**src/hdl/assert_macros.svh**
```systemverilog
// Assertion macros used by the scanner top module.
`ifndef ASSERT_MACROS_SVH
`define ASSERT_MACROS_SVH
`ifndef SYNTHESIS
`define CHK_SAME_CYCLE(label, ante, cons, msg) \
  label: assert property (@(posedge clk) disable iff (!rst_n) (ante) |-> (cons)) \
    else $error(msg);
`define CHK_NEXT_CYCLE(label, ante, cons, msg) \
  label: assert property (@(posedge clk) disable iff (!rst_n) (ante) |=> (cons)) \
    else $error(msg);
`else
`define CHK_SAME_CYCLE(label, ante, cons, msg)
`define CHK_NEXT_CYCLE(label, ante, cons, msg)
`endif
`endif

```
**src/hdl/mbps_pkg.sv**
```systemverilog
package mbps_pkg;

  localparam int PATTERN_MAX = 16;
  localparam int HIT_LIMIT   = 2;
  localparam int LEN_W       = 5;
  localparam int ADDR_W      = 64;
  localparam int MASK_W      = 16;
  localparam int CNT_W       = 2;
  localparam int CFG_IDX_W   = 3;
  localparam int CFG_DATA_W  = 64;
  localparam int LOW_W       = $clog2(PATTERN_MAX);

  typedef enum logic [CFG_IDX_W-1:0] {
    CFG_PATTERN_LOW    = 3'd0,
    CFG_PATTERN_HIGH   = 3'd1,
    CFG_BYTE_MASK      = 3'd2,
    CFG_PATTERN_LENGTH = 3'd3,
    CFG_BASE_ADDRESS   = 3'd4
  } cfg_reg_t;

  typedef struct packed {
    logic [7:0] data_byte;
    logic       region_end;
  } in_beat_t;

  typedef struct packed {
    logic              found;
    logic [ADDR_W-1:0] hit_address;
    logic              ambiguous;
  } out_beat_t;

  typedef struct packed {
    logic [7:0] pat_byte;
    logic       care;
  } cell_ref_t;

endpackage

```
**src/hdl/masked_byte_pattern_scan_top.sv**
```systemverilog
// Masked byte pattern scanner.
// The input channel (in_valid, in_stall, in_data) carries one byte of a region per beat, in
// address order; region_end marks the region's last byte. After each byte the window of
// pattern_length bytes ending there is compared against the pattern, with cleared byte_mask
// bits acting as wildcards. On the last byte one result beat goes out on the output channel
// (out_valid, out_stall, out_data): found, the base address plus offset of the first match,
// and ambiguous when two or more windows matched. The scan state then clears for the next
// region. Bytes that are not the last of a region give no result.
// Every cycle a byte is accepted, but a region's last byte waits while a result is held;
// the result is registered and appears in the cycle after the last byte. Throughput is one
// byte per clock, set by sixteen shift cells, each comparing its incoming byte in parallel.
// Configuration is written through cfg_we, cfg_index and cfg_wdata at any edge; writes to
// indexes past the base address register are ignored.
// Synchronous reset clears the configuration, the match count, the byte count and the output
// valid flag. The window bytes need no reset, as only bytes of the current region are compared.
// While a result is held under out_stall, bytes that do not end a region are still taken;
// a region's last byte waits until the output register is free.
module masked_byte_pattern_scan_top
  import mbps_pkg::*;
(
  input  logic                  clk,
  input  logic                  rst_n,
  input  logic                  in_valid,
  output logic                  in_stall,
  input  in_beat_t              in_data,
  output logic                  out_valid,
  input  logic                  out_stall,
  output out_beat_t             out_data,
  input  logic                  cfg_we,
  input  logic [CFG_IDX_W-1:0]  cfg_index,
  input  logic [CFG_DATA_W-1:0] cfg_wdata
);

`include "assert_macros.svh"

  logic [63:0]       pat_low_r;
  logic [63:0]       pat_high_r;
  logic [MASK_W-1:0] mask_r;
  logic [LEN_W-1:0]  len_r;
  logic [ADDR_W-1:0] base_r;

  logic [CNT_W-1:0]  cnt_r, cnt_nxt;
  logic [ADDR_W-1:0] first_r, first_nxt;
  logic [ADDR_W-1:0] rcv_r;
  logic              out_valid_r;
  out_beat_t         out_data_r, out_data_nxt;

  logic              in_fire;
  logic              out_fire;
  logic [127:0]      pat_all;
  logic [7:0]        pat_bytes [PATTERN_MAX];
  logic [7:0]        win_in    [PATTERN_MAX];
  logic [7:0]        win_q     [PATTERN_MAX];
  logic [PATTERN_MAX-1:0] cell_ok;
  cell_ref_t         cell_ref  [PATTERN_MAX];
  logic              len_ok;
  logic              fill_ok;
  logic              win_match;

  assign in_fire  = in_valid && !in_stall;
  assign out_fire = out_valid_r && !out_stall;
  assign in_stall = out_valid_r && out_stall && in_data.region_end;

  always_ff @(posedge clk) begin
    if (!rst_n) begin
      pat_low_r  <= '0;
      pat_high_r <= '0;
      mask_r     <= '0;
      len_r      <= '0;
      base_r     <= '0;
    end else if (cfg_we) begin
      unique case (cfg_index)
        CFG_PATTERN_LOW:    pat_low_r  <= cfg_wdata;
        CFG_PATTERN_HIGH:   pat_high_r <= cfg_wdata;
        CFG_BYTE_MASK:      mask_r     <= cfg_wdata[MASK_W-1:0];
        CFG_PATTERN_LENGTH: len_r      <= cfg_wdata[LEN_W-1:0];
        CFG_BASE_ADDRESS:   base_r     <= cfg_wdata[ADDR_W-1:0];
        default: ;
      endcase
    end
  end

  assign pat_all = {pat_high_r, pat_low_r};

  always_comb begin
    for (int i = 0; i < PATTERN_MAX; i++) begin
      pat_bytes[i] = pat_all[8*i +: 8];
    end
  end

  assign win_in[0] = in_data.data_byte;

  for (genvar k = 0; k < PATTERN_MAX; k++) begin : g_cell
    logic [LEN_W-1:0] pidx;

    if (k > 0) begin : g_link
      assign win_in[k] = win_q[k-1];
    end

    // Cell k holds window position k, which lines up with pattern byte len - 1 - k.
    assign pidx = len_r - LEN_W'(k + 1);
    assign cell_ref[k].pat_byte = pat_bytes[pidx[LOW_W-1:0]];
    assign cell_ref[k].care     = (len_r > LEN_W'(k)) && mask_r[pidx[LOW_W-1:0]];

    mbps_cell u_cell (
      .clk      (clk),
      .shift_en (in_fire),
      .byte_in  (win_in[k]),
      .ref_in   (cell_ref[k]),
      .byte_q   (win_q[k]),
      .match_ok (cell_ok[k])
    );
  end

  // rcv_r counts the bytes of the region including the one being accepted.
  assign len_ok    = (len_r != '0) && (len_r <= LEN_W'(PATTERN_MAX));
  assign fill_ok   = (rcv_r[ADDR_W-1:LOW_W] != '0) ||
                     ({{(LEN_W-LOW_W){1'b0}}, rcv_r[LOW_W-1:0]} >= len_r);
  assign win_match = len_ok && fill_ok && (&cell_ok);

  always_comb begin
    cnt_nxt   = cnt_r;
    first_nxt = first_r;
    if (win_match) begin
      if (cnt_r == '0) begin
        first_nxt = rcv_r - {{(ADDR_W-LEN_W){1'b0}}, len_r};
      end
      if (cnt_r < CNT_W'(HIT_LIMIT)) begin
        cnt_nxt = cnt_r + CNT_W'(1);
      end
    end
    out_data_nxt.found       = (cnt_nxt != '0);
    out_data_nxt.hit_address = (cnt_nxt != '0) ? base_r + first_nxt : '0;
    out_data_nxt.ambiguous   = (cnt_nxt >= CNT_W'(HIT_LIMIT));
  end

  always_ff @(posedge clk) begin
    if (!rst_n) begin
      cnt_r       <= '0;
      first_r     <= '0;
      rcv_r       <= ADDR_W'(1);
      out_valid_r <= 1'b0;
    end else begin
      if (in_fire) begin
        if (in_data.region_end) begin
          cnt_r   <= '0;
          first_r <= '0;
          rcv_r   <= ADDR_W'(1);
        end else begin
          cnt_r   <= cnt_nxt;
          first_r <= first_nxt;
          rcv_r   <= rcv_r + ADDR_W'(1);
        end
      end
      if (in_fire && in_data.region_end) begin
        out_valid_r <= 1'b1;
      end else if (out_fire) begin
        out_valid_r <= 1'b0;
      end
    end
  end

  always_ff @(posedge clk) begin
    if (in_fire && in_data.region_end) begin
      out_data_r <= out_data_nxt;
    end
  end

  assign out_valid = out_valid_r;
  assign out_data  = out_data_r;

  `CHK_SAME_CYCLE(a_cnt_saturates, 1'b1, cnt_r <= CNT_W'(HIT_LIMIT), "match count past limit")
  `CHK_NEXT_CYCLE(a_last_clears, in_fire && in_data.region_end,
    out_valid_r && (cnt_r == '0) && (rcv_r == ADDR_W'(1)), "region end did not clear scan")
  `CHK_SAME_CYCLE(a_none_zero_addr, out_valid_r && !out_data_r.found,
    (out_data_r.hit_address == '0) && !out_data_r.ambiguous, "empty result not zero")
  `CHK_SAME_CYCLE(a_stall_cause, in_stall, out_valid_r && out_stall, "input stalled without cause")

endmodule

```
**src/hdl/mbps_cell.sv**
```systemverilog
module mbps_cell
  import mbps_pkg::*;
(
  input  logic       clk,
  input  logic       shift_en,
  input  logic [7:0] byte_in,
  input  cell_ref_t  ref_in,
  output logic [7:0] byte_q,
  output logic       match_ok
);

  logic [7:0] byte_r;

  always_ff @(posedge clk) begin
    if (shift_en) begin
      byte_r <= byte_in;
    end
  end

  // The cell checks the byte that enters it, which is its window position after the shift.
  assign match_ok = !ref_in.care || (byte_in == ref_in.pat_byte);
  assign byte_q   = byte_r;

endmodule
```
**config.mk**
```make
export PLATFORM = sky130hd
export DESIGN_NAME = masked_byte_pattern_scan_top
export DESIGN_NICKNAME = d
export VERILOG_FILES = /design/src/hdl/mbps_pkg.sv /design/src/hdl/masked_byte_pattern_scan_top.sv /design/src/hdl/mbps_cell.sv
export VERILOG_INCLUDE_DIRS = /design/src /design/src/hdl
export SDC_FILE = /design/constraint.sdc
export NUM_CORES = 2
export LEC_CHECK = 0
export BUFFER_PORTS_ARGS = -buffer_cell sky130_fd_sc_hd__clkbuf_2
export CAP_MARGIN = 15
export CORE_MARGIN = 8
export CORE_UTILIZATION = 40
export DETAILED_ROUTE_END_ITERATION = 12
export PLACE_DENSITY = 0.61
export SYNTH_ARGS = -nofsm -noshare
export SYNTH_HDL_FRONTEND = slang
export SYNTH_SLANG_ARGS = --single-unit
```
**constraint.sdc**
```tcl
create_clock -name clk -period 15 [get_ports clk]
set_input_delay 2.25 -clock clk [delete_from_list [all_inputs] [get_ports clk]]
set_output_delay 2.25 -clock clk [all_outputs]
set_load 0.1 [all_outputs]
```
==> metrics.md <==
| Metric | Value |
|---|---|
| Synthesis-to-layout area growth | `10.58%` |
| Clock Skew | `0.03402 ns` |
| Post-route ant nets | `0` |
| Setup violators final | `0` |
| I/O Pins | `149` |
| Finished Layout Cells | `4643` |
| Leakage | `13.36 nW` |
| Crit path max fanout | `45` |
| Multiplexer share of the synthesized area | `22.11%` |
| Critical path type | `flip-flop to flip-flop` |
| Post-synth top cells | `614 x nand2_1, 344 x dfxtp_1, 254 x mux4_2, 214 x a21boi_0, 214 x xnor2_1` |
| CTS tree | `yes` |
| Clock root buffer master | `clkbuf_16` |
| Syn Std Cell Area | `about 35000 sq um` |
| Crit share post-route | `75.80%` |
| GRT Total Usage | `22.84%` |
| Detailed Route WL | `about 110 mm` |
| Area of the die | `roughly 97000 sq um` |
| Cell Rows | `~110` |
| Initial Utilization | `40.19%` |
| DR pass1 iterations | `5` |
| Flops & latches, synth | `between 500 and 600` |
| Post-Synth Adder-Cell Area | `roughly 3.4%` |
| RSZ-0062 raised after global routing | `false` |
| Worst hold path type | `flip-flop to flip-flop` |
| Fill cells | `approximately 8400` |
| CP max stage delay | `1.17 ns` |
| Initial antenna violation count | `1` |
| Util after Layout | `44.44%` |
| Cell accounting for the most synthesized area | `dfxtp_1` |
| Crit-path slowest cell | `ha_2` |
| Ys Warns | `0` |
| TNS Setup | `0 ns` |
| Inst Count DP | `4532` |
| Mapped Avg Cell Area | `around 10 sq um` |
| Post-synthesis compound-gate area fraction | `13.18%` |
| Worst rel slew slack | `14.76%` |
| F_max | `87.95 MHz` |
| Via count | `27602` |
| Top_reg_cell synth | `dfxtp_1` |
| Max rail drop VDD | `0.08290 mV` |
| Post-synth EDFFs | `around 190` |
| Simple-gate portion of the synthesized area | `13.97%` |
| H-tree depth | `2` |
| Final Max Tran Viols | `0` |
| DR iter-0 viols | `2971` |
| DR WL/cell | `24.68 um` |
| Setup bufs post-CTS | `0` |
| Layout cells sized above 1 | `between 15 and 20%` |
| Status | `finished clean` |
| Final hold vios | `0` |
| Crit path buf inv count | `3` |
| Num Clock Sinks | `530` |
| Top cells by area, synth | `dfxtp_1 20%, mux4_2 16%, edfxtp_1 16%` |
| Core area | `86480 sq um` |
| Sequential element share of the synthesized area | `35.88%` |
| Drc violations | `0` |
| TritonCTS buffer count | `58` |
| Max Cap Viol | `0` |
| CP delay by family, top | `compound AO/OA/AOI/OAI gates` |
| Top-count cell post-synth | `nand2_1` |
| Gr ovfl total | `0` |
| Pin count of the biggest net entering global routing | `106` |
| Yosys cell types | `74` |
| Post-synth top area share | `19.81%` |
| Routability cong. | `1.024` |
| Main combinational cell family by area after synthesis | `multiplexers` |
| Clock buffer depth | `3` |
| PostCTS Resize Cnt | `0` |
| Die H | `a little over 300 um` |
| CP required | `15.48 ns` |
| Die Width | `a little over 300 um` |
| Hold-fix buffers at CTS | `0` |
| CP startpoint kind | `flip-flop` |
| Syn nets | `3593` |
| Power Dens Cells | `approximately 93 nW/um^2` |
| WP data arrival | `11.85 ns` |
| Vias in the first global route | `26153` |
| Port Buf Inserts | `148` |
| Post-Synth XOR/XNOR Area | `8.125%` |
| First-pass GRT wire length | `171.4 mm` |
| Crit. End Element | `flip-flop` |
| Reg clk slew, reported paths | `0.06 ns` |
| Cells after synthesis | `between 3000 and 4000` |
| Clock latency on the worst-skew pair | `between 0.6 and 0.7 ns` |
| Dpl hpwl | `86.27 mm` |
| Vias/cell | `5.945` |
| Nets@finish | `around 3600` |
| Post-route minimum period | `11.37 ns` |
| Worst-Margin Slew | `1.246 ns` |
| Share of flip-flops with an asynchronous set or reset | `0%` |
## cell usage in the layout, fill, tap and decap left out, types with 19 or more instances in the layout
master	netlist	final
a21boi_0	214	214
a21o_1	48	48
a21oi_1	111	111
a22o_1	59	59
and2_1	21	19
and3_1	27	26
buf_4	22	36
clkbuf_16	0	60
clkbuf_2	0	147
dfxtp_1	344	340
edfxtp_1	186	186
ha_1	91	89
inv_1	30	29
mux2_4	19	19
mux2i_1	162	161
mux4_2	254	254
nand2_1	614	612
nand3_1	47	46
nand4_1	53	53
nor2_1	188	187
nor2b_1	24	24
nor3_1	33	33
nor4_1	19	19
o21ai_0	117	117
or3_1	31	31
xnor2_1	214	208
xor2_1	101	101
## through the flow
stage	hold WS (ns)	area (sq um)	worst slack, ns	total power (W)
4_1_cts	0.4630	38430	3.863	0.003610
3_5_place_dp	0.4490	36310	3.925	0.002017
6_report	0.4581	38430	3.630	0.003582
5_1_grt	0.4826	38430	2.873	0.003696
2_1_floorplan	0.4248	34760	6.875	0.001881
3_3_place_gp	0.4352	36310	4.001	0.002016
## per-layer routing
| layer | part of all wire (%) | track usage [%] | wire, um | vias to the layer above |
|---|---|---|---|---|
| met3 | 8.8 | 4.880 | 10040 | 222 |
| met5 | 0 | 0.05045 | 0 | - |
| met1 | 42 | 31.28 | 48450 | 13618 |
| met2 | 45 | 35.32 | 50990 | 1167 |
| met4 | 4.5 | 8.701 | 5104 | 0 |
| li1 | - | - | - | 12595 |
## tightest hold or removal path: stages (launching register included)
cell,delay (ns)
dfxtp_1,0.33
nand2_1,0.04
o21ai_0,0.06
## cell type report
| type | count | area [sq um] | area share, % |
|---|---|---|---|
| antenna | 1 | 2.502 | 0.006511 |
| clock buffer | 72 | 1577 | 4.102 |
| clock inverter | 38 | 543.0 | 1.413 |
| inverter | 36 | 138.9 | 0.3614 |
| multi-input combinational | 2628 | 21240 | 55.26 |
| sequential | 530 | 12480 | 32.48 |
| tap | 1155 | 1445 | 3.760 |
| timing repair buffer | 183 | 1006 | 2.617 |
## sequential cells by signal, summed over array words and instances, names as in the netlist
signal / flops
base_r: 64
out_data: 66
g_cell.u_cell.byte_q: 120
pat_high_r: 64
mask_r: 16
pat_low_r: 64
out_valid: 1
len_r: 5
first_r: 64
cnt_r: 2
rcv_r: 64
## final timing paths
check	start	end	slack, ns	depth (start not counted)
worst max-delay path	len_r[2]	out_data[57]	3.63	28
worst min-delay path	first_r[49]	first_r[49]	0.46	2
worst max register to register	len_r[2]	out_data[57]	3.63	28
worst min register to register	first_r[49]	first_r[49]	0.46	2
## power by group
group	leakage, nW	switching, W	internal, W	total [W]
logic	7.74	0.000260	0.000143	0.000403
clock network	1.02	0.000648	0.000943	0.00159
registers	4.61	0.0000573	0.00153	0.00159
## kinds of logic after synthesis
family | after synthesis
compound gates | 672
mux | 440
simple gates | 1104
buf+inv | 261
fa+ha+maj | 93
xor+xnor | 319
flops | 530
No activity file was read; power rests on OpenSTA's default activity.
